==> src/sv/assert_macros.svh <==
// assertion helpers shared by the scanner rtl
`ifndef ASSERT_MACROS_SVH
`define ASSERT_MACROS_SVH

// property must hold at every clock edge outside reset
`define SQLTS_ASSERT(label, clk, rst, prop, msg) \
   label: assert property (@(posedge clk) disable iff (rst) (prop)) else $error(msg);

// condition must never be seen at a clock edge outside reset
`define SQLTS_NEVER(label, clk, rst, cond, msg) \
   label: assert property (@(posedge clk) disable iff (rst) !(cond)) else $error(msg);

`endif

==> src/sv/sqlts_pkg.sv <==
`timescale 1ns / 1ps
// ----------------------------------------------------------------------------
// sqlts_pkg
// Shared types and constants of the sql token scanner: token record, scan
// modes, token kinds, keyword and punctuation tables, character classes.
// ----------------------------------------------------------------------------
package sqlts_pkg;

   typedef enum logic [1:0] {
      MODE_IDLE,
      MODE_WORD,
      MODE_NUMBER,
      MODE_STRING
   } scan_mode_type;

   typedef struct packed {
      logic [4:0]  kind;
      logic [15:0] start;
      logic [15:0] length;
      logic        last;
   } token_type;

   localparam logic [4:0] KIND_END          = 5'd0;
   localparam logic [4:0] KIND_IDENT        = 5'd1;
   localparam logic [4:0] KIND_NUMBER       = 5'd2;
   localparam logic [4:0] KIND_STRING       = 5'd3;
   localparam logic [4:0] KIND_KEYWORD_BASE = 5'd4;
   localparam logic [4:0] KIND_PUNCT_BASE   = 5'd25;

   localparam logic [7:0] CHAR_NUL        = 8'h00;
   localparam logic [7:0] CHAR_QUOTE      = 8'h22;
   localparam logic [7:0] CHAR_UNDERSCORE = 8'h5f;

   localparam int KEYWORD_COUNT = 21;
   localparam int PUNCT_COUNT   = 7;

   // keyword text right-aligned, first character in the highest used byte
   localparam logic [63:0] KEYWORD_PACKED [KEYWORD_COUNT] = '{
      64'("CREATE"), 64'("TABLE"),  64'("INSERT"),  64'("INTO"),
      64'("VALUES"), 64'("SELECT"), 64'("FROM"),    64'("JOIN"),
      64'("ON"),     64'("WHERE"),  64'("DELETE"),  64'("UPDATE"),
      64'("SET"),    64'("PRIMARY"), 64'("KEY"),    64'("UNIQUE"),
      64'("INT"),    64'("TEXT"),   64'("BOOL"),    64'("TRUE"),
      64'("FALSE")
   };

   localparam logic [7:0] PUNCT_BYTES [PUNCT_COUNT] = '{
      8'h2e, 8'h2a, 8'h2c, 8'h28, 8'h29, 8'h3d, 8'h3b
   };

   function automatic logic is_space(input logic [7:0] c);
      return (c == 8'h20) || (c >= 8'h09 && c <= 8'h0d);
   endfunction

   function automatic logic is_letter(input logic [7:0] c);
      return (c >= 8'h41 && c <= 8'h5a) || (c >= 8'h61 && c <= 8'h7a);
   endfunction

   function automatic logic is_digit(input logic [7:0] c);
      return c >= 8'h30 && c <= 8'h39;
   endfunction

endpackage

==> src/sv/sql_token_scanner_unit.sv <==
`timescale 1ns / 1ps
// ----------------------------------------------------------------------------
// sql_token_scanner_unit
// Splits sql query text into tokens (kind, start offset, length).
// ----------------------------------------------------------------------------
// Usage:
//   req channel: one text byte per request, byte 0 closes the query and
//   restarts offsets at 0 for the next one.
//   rsp channel: one token per transfer; rsp_last marks the end token made
//   by byte 0. A byte yields zero, one or two tokens.
//   A request lands in the input register when it is accepted; once the queue
//   has room it is scanned, its tokens enter the result queue, and the first
//   of them is offered on rsp.
//   Throughput: one byte per cycle. The four-entry result queue accepts a
//   scan only with two free slots; tokens average at most one per byte, so
//   while rsp is not stalled the queue never holds up the input.
//   rsp_stall holds the head token; req_stall rises once the queue has no
//   room for a scan and the input register is full.
//   Reset clears the scan state, offsets and the result queue.
// ----------------------------------------------------------------------------
module sql_token_scanner_unit #(
   parameter int POSITION_BITS     = 16,
   parameter int KEYWORD_MAX_CHARS = 7
) (
   input  logic        clock,
   input  logic        reset,
   input  logic        req_valid,
   output logic        req_stall,
   input  logic [7:0]  req_text_byte,
   output logic        rsp_valid,
   input  logic        rsp_stall,
   output logic [4:0]  rsp_token_kind,
   output logic [15:0] rsp_token_start,
   output logic [15:0] rsp_token_length,
   output logic        rsp_last
);
   import sqlts_pkg::*;

   logic       in_valid_ff, in_valid_in;
   logic [7:0] in_byte_ff;
   logic       room;
   logic       consume;
   logic       load;
   logic       close_valid, open_valid;
   token_type  close_token, open_token, head_token;

   assign consume   = in_valid_ff && room;
   assign req_stall = in_valid_ff && !room;
   assign load      = req_valid && !req_stall;

   assign in_valid_in = load | (in_valid_ff & !consume);

   always_ff @(posedge clock) begin
      if (reset) begin
         in_valid_ff <= 1'b0;
      end else begin
         in_valid_ff <= in_valid_in;
      end
   end

   always_ff @(posedge clock) begin
      if (load) begin
         in_byte_ff <= req_text_byte;
      end
   end

   sqlts_scan #(
      .POSITION_BITS     (POSITION_BITS),
      .KEYWORD_MAX_CHARS (KEYWORD_MAX_CHARS)
   ) u_scan (
      .clock       (clock),
      .reset       (reset),
      .step        (consume),
      .text_byte   (in_byte_ff),
      .close_valid (close_valid),
      .close_token (close_token),
      .open_valid  (open_valid),
      .open_token  (open_token)
   );

   sqlts_rsp_queue u_rsp_queue (
      .clock     (clock),
      .reset     (reset),
      .push_a    (consume && close_valid),
      .token_a   (close_token),
      .push_b    (consume && open_valid),
      .token_b   (open_token),
      .room      (room),
      .out_valid (rsp_valid),
      .out_token (head_token),
      .out_stall (rsp_stall)
   );

   assign rsp_token_kind   = head_token.kind;
   assign rsp_token_start  = head_token.start;
   assign rsp_token_length = head_token.length;
   assign rsp_last         = head_token.last;

endmodule

==> src/sv/sqlts_scan.sv <==
`timescale 1ns / 1ps
`include "assert_macros.svh"
// ----------------------------------------------------------------------------
// sqlts_scan
// Scanner state and the single-pass token logic. For each byte it steps the
// state and offers up to two tokens: one closing the open token, one new.
// ----------------------------------------------------------------------------
module sqlts_scan #(
   parameter int POSITION_BITS     = 16,
   parameter int KEYWORD_MAX_CHARS = 7
) (
   input  logic                clock,
   input  logic                reset,
   input  logic                step,
   input  logic [7:0]          text_byte,
   output logic                close_valid,
   output sqlts_pkg::token_type close_token,
   output logic                open_valid,
   output sqlts_pkg::token_type open_token
);
   import sqlts_pkg::*;

   localparam int PB = POSITION_BITS;
   localparam int WW = 8 * KEYWORD_MAX_CHARS;
   localparam int EW = (PB > 16) ? PB : 16;
   localparam logic [PB-1:0] POS_MAX = '1;
   localparam int SAT16 = 65535;

   scan_mode_type  mode_ff, mode_in;
   logic [PB-1:0]  pos_ff, pos_in;
   logic [PB-1:0]  origin_ff, origin_in;
   logic [WW-1:0]  window_ff, window_in;
   logic           too_long_ff, too_long_in;

   logic [PB-1:0]  cur_inc;
   logic [PB-1:0]  span;
   logic [4:0]     word_kind;
   logic [4:0]     punct_kind;
   logic           is_punct;
   logic           fall;

   function automatic logic [15:0] sat16(input logic [PB-1:0] v);
      logic [EW-1:0] e;
      e = EW'(v);
      return (e > EW'(SAT16)) ? 16'hffff : e[15:0];
   endfunction

   assign cur_inc = (pos_ff == POS_MAX) ? pos_ff : pos_ff + 1'b1;
   assign span    = pos_ff - origin_ff;

   always_comb begin
      word_kind = KIND_IDENT;
      if (!too_long_ff) begin
         for (int i = 0; i < KEYWORD_COUNT; i++) begin
            if (window_ff == WW'(KEYWORD_PACKED[i])) begin
               word_kind = KIND_KEYWORD_BASE + 5'(i);
            end
         end
      end
   end

   always_comb begin
      is_punct   = 1'b0;
      punct_kind = KIND_END;
      for (int i = 0; i < PUNCT_COUNT; i++) begin
         if (text_byte == PUNCT_BYTES[i]) begin
            is_punct   = 1'b1;
            punct_kind = KIND_PUNCT_BASE + 5'(i);
         end
      end
   end

   always_ff @(posedge clock) begin
      if (reset) begin
         mode_ff     <= MODE_IDLE;
         pos_ff      <= '0;
         origin_ff   <= '0;
         window_ff   <= '0;
         too_long_ff <= 1'b0;
      end else if (step) begin
         mode_ff     <= mode_in;
         pos_ff      <= pos_in;
         origin_ff   <= origin_in;
         window_ff   <= window_in;
         too_long_ff <= too_long_in;
      end
   end

   always_comb begin
      mode_in     = mode_ff;
      pos_in      = cur_inc;
      origin_in   = origin_ff;
      window_in   = window_ff;
      too_long_in = too_long_ff;
      close_valid = 1'b0;
      open_valid  = 1'b0;
      close_token = '{kind: KIND_IDENT, start: sat16(origin_ff), length: sat16(span),
                      last: 1'b0};
      open_token  = '{kind: KIND_END, start: sat16(pos_ff), length: 16'd1, last: 1'b0};
      fall        = 1'b1;

      unique case (mode_ff)
         MODE_STRING: begin
            if (text_byte == CHAR_QUOTE || text_byte == CHAR_NUL) begin
               close_valid      = 1'b1;
               close_token.kind = KIND_STRING;
               mode_in          = MODE_IDLE;
            end
            fall = (text_byte == CHAR_NUL);
         end
         MODE_WORD: begin
            if (is_letter(text_byte) || is_digit(text_byte) ||
                text_byte == CHAR_UNDERSCORE) begin
               if (window_ff[WW-1 -: 8] != 8'h00) begin
                  too_long_in = 1'b1;
               end
               window_in = {window_ff[WW-9:0], text_byte};
               fall      = 1'b0;
            end else begin
               close_valid      = 1'b1;
               close_token.kind = word_kind;
               mode_in          = MODE_IDLE;
            end
         end
         MODE_NUMBER: begin
            if (is_digit(text_byte)) begin
               fall = 1'b0;
            end else begin
               close_valid      = 1'b1;
               close_token.kind = KIND_NUMBER;
               mode_in          = MODE_IDLE;
            end
         end
         MODE_IDLE: begin
            fall = 1'b1;
         end
         default: begin
            fall = 1'b1;
         end
      endcase

      if (fall && !is_space(text_byte)) begin
         if (text_byte == CHAR_NUL) begin
            open_valid         = 1'b1;
            open_token.length  = 16'd0;
            open_token.last    = 1'b1;
            mode_in            = MODE_IDLE;
            pos_in             = '0;
            origin_in          = '0;
            window_in          = '0;
            too_long_in        = 1'b0;
         end else if (is_letter(text_byte)) begin
            mode_in     = MODE_WORD;
            origin_in   = pos_ff;
            window_in   = WW'(text_byte);
            too_long_in = 1'b0;
         end else if (is_digit(text_byte)) begin
            mode_in   = MODE_NUMBER;
            origin_in = pos_ff;
         end else if (text_byte == CHAR_QUOTE) begin
            mode_in   = MODE_STRING;
            origin_in = cur_inc;
         end else if (is_punct) begin
            open_valid      = 1'b1;
            open_token.kind = punct_kind;
         end else begin
            open_valid = 1'b1;
         end
      end
   end

   `SQLTS_ASSERT(a_last_is_end, clock, reset, !(open_valid && open_token.last) || (open_token.kind == KIND_END && open_token.length == 16'd0), "last token must be an empty end token")
   `SQLTS_ASSERT(a_restart_after_end, clock, reset, (step && text_byte == CHAR_NUL) |=> (pos_ff == '0 && mode_ff == MODE_IDLE), "end of input must restart the scan")
   `SQLTS_NEVER(a_close_needs_token, clock, reset, close_valid && mode_ff == MODE_IDLE, "token closed while no token was open")

endmodule

==> src/sv/sqlts_rsp_queue.sv <==
`timescale 1ns / 1ps
`include "assert_macros.svh"
// ----------------------------------------------------------------------------
// sqlts_rsp_queue
// Four-entry result queue. Takes up to two tokens per cycle, in order, and
// hands out one per cycle on the valid/stall response channel unless stalled.
// ----------------------------------------------------------------------------
module sqlts_rsp_queue (
   input  logic                 clock,
   input  logic                 reset,
   input  logic                 push_a,
   input  sqlts_pkg::token_type token_a,
   input  logic                 push_b,
   input  sqlts_pkg::token_type token_b,
   output logic                 room,
   output logic                 out_valid,
   output sqlts_pkg::token_type out_token,
   input  logic                 out_stall
);
   import sqlts_pkg::*;

   localparam int DEPTH = 4;

   token_type  entry_ff [DEPTH];
   logic [1:0] wr_ptr_ff, wr_ptr_in;
   logic [1:0] rd_ptr_ff, rd_ptr_in;
   logic [2:0] count_ff, count_in;
   logic [1:0] push_cnt;
   logic       pop;
   token_type  first_token;

   assign push_cnt    = 2'(push_a) + 2'(push_b);
   assign pop         = (count_ff != 3'd0) && !out_stall;
   assign first_token = push_a ? token_a : token_b;
   assign room        = count_ff <= 3'(DEPTH - 2);
   assign out_valid   = count_ff != 3'd0;
   assign out_token   = entry_ff[rd_ptr_ff];

   assign wr_ptr_in = wr_ptr_ff + push_cnt;
   assign rd_ptr_in = rd_ptr_ff + 2'(pop);
   assign count_in  = count_ff + 3'(push_cnt) - 3'(pop);

   always_ff @(posedge clock) begin
      if (reset) begin
         wr_ptr_ff <= '0;
         rd_ptr_ff <= '0;
         count_ff  <= '0;
      end else begin
         wr_ptr_ff <= wr_ptr_in;
         rd_ptr_ff <= rd_ptr_in;
         count_ff  <= count_in;
      end
   end

   // two writes in one cycle go to consecutive slots
   always_ff @(posedge clock) begin
      if (push_cnt != 2'd0) begin
         entry_ff[wr_ptr_ff] <= first_token;
      end
      if (push_a && push_b) begin
         entry_ff[wr_ptr_ff + 2'd1] <= token_b;
      end
   end

   `SQLTS_NEVER(a_no_overflow, clock, reset, push_cnt != 2'd0 && count_ff > 3'(DEPTH - 2), "push into queue without room")
   `SQLTS_ASSERT(a_count_tracks, clock, reset, count_ff <= 3'(DEPTH) && ((wr_ptr_ff - rd_ptr_ff) == count_ff[1:0]), "queue count out of step with pointers")

endmodule
==> config.mk <==
export PLATFORM = sky130hd
export DESIGN_NAME = sql_token_scanner_unit
export DESIGN_NICKNAME = d
export VERILOG_FILES = /design/src/sv/sqlts_pkg.sv /design/src/sv/sql_token_scanner_unit.sv /design/src/sv/sqlts_scan.sv /design/src/sv/sqlts_rsp_queue.sv
export VERILOG_INCLUDE_DIRS = /design/src /design/src/sv
export SDC_FILE = /design/constraint.sdc
export NUM_CORES = 1
export LEC_CHECK = 0
export ABC_AREA = 1
export BUFFER_PORTS_ARGS = -buffer_cell sky130_fd_sc_hd__clkbuf_2
export CAP_MARGIN = 10
export CORE_MARGIN = 1.5
export CORE_UTILIZATION = 45
export CTS_CLUSTER_DIAMETER = 40
export DETAILED_ROUTE_END_ITERATION = 6
export SETUP_SLACK_MARGIN = 0.1
export SLEW_MARGIN = 20
export SYNTH_ARGS = -nofsm -noshare
export SYNTH_HDL_FRONTEND = slang
export SYNTH_SLANG_ARGS = --single-unit
==> constraint.sdc <==
create_clock -name clock -period 10.9 [get_ports clock]
set_clock_uncertainty 0.15 [all_clocks]
set_input_delay 2.18 -clock clock [delete_from_list [all_inputs] [get_ports clock]]
set_output_delay 2.18 -clock clock [all_outputs]
set_load 0.01 [all_outputs]
==> Yosys cells after proc, flatten, opt, wreduce, memory -nomap -nowiden <==
Memories as Yosys holds them, arrays and structs flattened. A register that Yosys moved wholly into a read port is not among the register bits.
Index checks and enable logic that the tools add are counted.
{ "totals": {"ff_bits": 107, "ramBits": 152, "memories": 1} }
{ "classes": {"n_mux": 94, "n_addsub": 8, "bitwise": 2, "n_reduce_logical": 29, "n_eq_ne": 35, "n_lt_le_gt_ge": 12} }
{ "memory_table": {"columns": ["memory", "depth", "width", "read_ports", "rd_ports_with_merged_regs", "write_ports", "line", "rtl"], "rows": [
  ["u_rsp_queue.entry_ff", 4, 38, 1, 1, 2, "sqlts_rsp_queue.sv:24", "token_type entry_ff [DEPTH];"]
]} }
{ "op_table": {"columns": ["op", "count"], "rows": [
  ["56-bit by 47-bit == test with 1-bit output (second input constant)", 7],
  ["56-bit by 31-bit == test with 1-bit output (second input constant)", 6],
  ["56-bit two-way mux", 5],
  ["56-bit by 23-bit == test with 1-bit output (second input constant)", 3],
  ["56-bit by 39-bit == test with 1-bit output (second input constant)", 3],
  ["16-bit two-way mux", 10],
  ["5-bit two-way mux", 24],
  ["8-bit by 6-bit == test with 1-bit output (second input constant)", 9],
  ["56-bit by 15-bit == test with 1-bit output (second input constant)", 1],
  ["56-bit by 55-bit == test with 1-bit output (second input constant)", 1],
  ["16-bit > comparator (second input constant)", 3],
  ["38-bit two-way mux", 1],
  ["4-bit two-way mux", 8],
  ["1-bit two-way mux", 25],
  ["2-bit two-way mux", 12],
  ["17-bit two-way mux", 1],
  ["16-bit by 1-bit adder with 16-bit output (second input constant)", 1],
  ["16-bit == test (second input constant)", 1],
  ["8-bit by 7-bit greater-or-equal comparator with 1-bit output (second input constant)", 2],
  ["8-bit by 7-bit <= comparator with 1-bit output (second input constant)", 2],
  ["16-bit subtractor", 1],
  ["5-bit case mux with 3 select lines", 1],
  ["1-bit logical AND", 12],
  ["3-bit two-way mux", 4],
  ["28 further kinds", 37]
]} }

==> Logic depth before layout (Yosys ltp) <==
{ "depth": {"word_depth": 26, "ltp_mapped": 21, "depth_no_buf": 21} }

==> By module <==
From an unflattened synthesis, not the netlist that was laid out.
{ "unflattened": {"cells_unflattened": 2086, "hier_area_um2": 15338.5} }
{ "modules_own_cells": {"columns": ["mod", "cells_each", "instances", "seq_area_each_um2", "area_each_um2"], "rows": [
  ["sqlts_rsp_queue", 887, 1, 4704.5, 8067.7],
  ["sqlts_scan", 1178, 1, 1821.7, 6959.2],
  ["sql_token_scanner_unit", 21, 1, 260.2, 311.5]
]} }

==> Worst setup path before layout <==
No wires, ideal clock.
{ "synth_path": {"path_type": "reg-to-reg", "startpoint": "reg in_byte_ff[1]", "endpoint": "mem u_rsp_queue.entry_ff[0][0] in the netlist's numbering (enable)", "synth_period_minus_slack_ns": 3.874, "setup_ns": 0.380, "t_arrival_ns": 3.344, "path_stages_with_launch": 18, "path_slack_ns": 7.026, "required_ns": 10.370, "cell_sequence": "edfxtp_1 nor2_2 nand2_2 o211ai_2 nand2_1 inv_2 nand2_1 nand2_2 nand3_2 inv_2 nand2_1 nor3_1 ha_1 inv_1 nor3_1 inv_1 clkbuf_1 nand2_1"} }
{ "synth_lines": {"columns": ["item", "line", "rtl"], "rows": [
  ["start: declaration", "sql_token_scanner_unit.sv:40", "logic [7:0] in_byte_ff;"],
  ["start signal: assignment", "sql_token_scanner_unit.sv:63", "in_byte_ff <= req_text_byte;"],
  ["end: declaration", "sqlts_rsp_queue.sv:24", null]
]} }

==> reports/metrics.cfg <==
[placed_design]
dp_hpwl_um=32400
dp.cells=2400
dpl_cell_area_mm2=0.0149
port_buffers=51
gp_congestion=0.963

[setup_path]
path_max_fanout=49
start_kind=flop
crit_path_frequent_cell=nand2_1
cp_cell_sequence=nor2_2 -> nand2_2 -> o211ai_2 -> nand2_1 -> inv_2 -> nand3_1 -> nand2_1 -> nand2_1 -> buf_4 -> inv_1 -> ha_1 -> inv_1 -> nor3_1 -> inv_1 -> buf_4 -> nand2_1
slowest_delay_ns=0.79
reg2reg_depth=16
cp.required_ns=10.92
cp_slowest_cell=nand2_1
ff2ff_setup_slack_ns=5.53
r2r_end=u_rsp_queue.entry_ff[0][18]
cp_top_family=simple AND/OR/NAND/NOR gates
critical_path_class=flop to flop
crit_buf_inv=6
worst-endpoint-arrival_ns=5.39
end_kind=flop
cp-startpoint=in_byte_ff[1]
r2r-start=in_byte_ff[1]

[global_routing]
antenna_found_initial=0
grt_pass1_wl_um=74000
grt-ovfl-total=0
grt_use_total_pct=28.4
grt_pass1_vias=13200
grt_max_degree=79

[drt]
vias_per_cell=5.65
num_vias=14000
drcViolationCount=0
totalWireLength_um=47200
drt_iter0_drc=1333
wire_per_inst_um=19.0
antenna_left=0
drt_first_pass_iters=6

[pwr]
p_per_area_mw_per_mm2=194
leakagePower_nw=6.89
peakVddDrop_uv=126
power_mw=3.20

[clock_tree]
cts_resized=0
clk_path_buf_depth=3
cts_sinks=259
htreeDepth=2
cts_made_buffers=46
cts_tree=built
ctsHoldBuffers=0
post-cts-setup-buffers=0
clock_latency_ns=0.57
clkTransAtPathRegs_ns=0.06
cts_root_buf=clkbuf_16

[outcome]
status=complete, no violations

[synthesis]
synth_flop_cell=dfxtp_1
synth_top_cell_by_area=dfxtp_1
synth.avg_cell_area_um2=7.10
syn_inst=2034
synthArstFlopShare_pct=0
synth_common_cells=nand2_1, nor2_1, o21ai_0
netlist_area_mm2=0.0145
ys_warn_count=0
synthesis.nets=2071
synth_edf_count=100
netlist.area_leader.share_pct=22.0
synth.most_common_cell=nand2_1
synth-seq-area-share_pct=42.8
synth_cell_types=48
synth_area_leaders=dfxtp_1, edfxtp_1, nand2_1, nor2_1, o21ai_0
synth_seq_cells=259

[final_layout]
final_cell_area_mm2=0.0165
layout.nets=2083
stdcell_count=2484
syn2layout_area_growth_pct=14.0
diodes=0
drive_above_1_share_pct=8.79

[sta]
fin_tns_setup_ns=0
layout_min_cycle_time_ns=5.37
max-slew-margin-rel_pct=32.5
fmaxAchievable_ghz=0.186
drv_slew=0
finalSetupViolations=0
post-route-period-util_pct=49.3
rsz0062_at_grt=false
hold_violations=0
worst_slew_pin_slew_ns=1.00

[floorplanning]
dieArea_mm2=0.0332
start_util_pct=45.8
die_h_um=182
core-area_mm2=0.0316
io_pins=52
rows=65
die_width_um=182

[hold_path]
hold_depth=2
hold_path_class=flop to flop
hp-start=u_rsp_queue.entry_ff[1][10]
worstHoldEndpoint=u_rsp_queue.entry_ff[1][10]

[run]
maxCapViolations=0

-- cells by family (layout without fill, tap and decap cells) --
group / Yosys count / in the layout / synth area share [%]
flip-flops: 259 / 259 / 42.8
XOR/XNOR: 10 / 10 / 0.606
multiplexers: 1 / 1 / 0.0693
AND/OR/NAND/NOR: 951 / 951 / 27.2
adder cells (fa/ha/maj): 25 / 25 / 2.27
AO/OA/AOI/OAI: 493 / 493 / 18.9
buffers and inverters: 295 / 343 / 8.11
-- sequential cells by signal (all words and copies together), names as in the netlist --
name / cells
u_scan.pos_ff: 16
u_scan.too_long_ff: 1
u_rsp_queue.rd_ptr_ff: 2
in_byte_ff: 8
u_scan.window_ff: 56
u_rsp_queue.wr_ptr_ff: 2
u_rsp_queue.count_ff: 3
in_valid_ff: 1
u_scan.origin_ff: 16
u_scan.mode_ff: 2
u_rsp_queue.entry_ff: 152
-- cell type report --
| type | instances | area (um2) |
|---|---|---|
| inverters | 187 | 702 |
| clock buffers | 53 | 1210 |
| clock inverters | 31 | 359 |
| multi-input cells | 1480 | 7100 |
| flip-flops and latches | 259 | 6190 |
| repair buffers | 72 | 413 |
| fillers | 3163 | 15100 |
| well taps | 402 | 503 |
-- stage by stage --
step           hold slack [ns]  worst slack, ns  util [%]
2_1_floorplan            0.293             7.03         -
3_3_place_gp             0.309             5.58      47.2
3_5_place_dp             0.308             5.43      47.2
4_1_cts                  0.319             5.42      52.2
5_1_grt                  0.329             4.91      52.2
6_report                 0.317             5.53      52.2
-- layout by cell type (no fill, tap or decap), types with 3 or more instances in the layout --
cell / n
a211oi_1: 6
a211oi_2: 6
a21oi_1: 123
a21oi_2: 3
a31oi_1: 3
buf_4: 21
bufinv_16: 4
clkbuf_1: 5
clkbuf_16: 47
clkbuf_2: 50
clkinv_1: 10
clkinv_2: 6
clkinv_4: 4
clkinvlp_4: 5
dfxtp_1: 158
edfxtp_1: 100
ha_1: 23
inv_1: 170
inv_2: 8
inv_6: 6
inv_8: 3
nand2_1: 391
nand2_2: 5
nand3_1: 109
nand4_1: 31
nor2_1: 349
nor3_1: 44
nor4_1: 9
o211ai_1: 3
o21ai_0: 220
o21ai_1: 11
o22ai_1: 106
o31ai_1: 4
o41ai_1: 3
xnor2_1: 3
xor2_1: 7
-- layer usage --
layer | global-route usage (%) | vias up | routed length, um
li1 | - | 6925 | -
met1 | 39.3 | 6559 | 21500
met2 | 44.6 | 476 | 21100
met3 | 5.05 | 80 | 3270
met4 | 10.1 | 0 | 1390
met5 | 0 | - | 0
-- worst min-delay path: cells and delay by family (launching register included) --
kind / cells / cell delay, ns
flip-flops: 1 / 0.30
AND/OR/NAND/NOR: 2 / 0.12
-- how the worst max path moves through the flow --
stage | to | cells after the start
2_1_floorplan | u_rsp_queue.entry_ff[0][0] | 17
4_1_cts | u_rsp_queue.entry_ff[3][21] | 17
5_1_grt | u_rsp_queue.entry_ff[0][22] | 16
3_3_place_gp | u_rsp_queue.entry_ff[3][26] | 17
6_report | u_rsp_queue.entry_ff[0][18] | 16
3_5_place_dp | u_rsp_queue.entry_ff[3][26] | 17
-- power by group --
| group | internal [mW] | leakage [nW] | total, mW | switching [mW] |
|---|---|---|---|---|
| logic | 0.201 | 3.85 | 0.670 | 0.469 |
| registers | 1.05 | 2.28 | 1.08 | 0.0291 |
| clock network | 0.907 | 0.755 | 1.44 | 0.537 |
(Power assumes the default switching activity.)
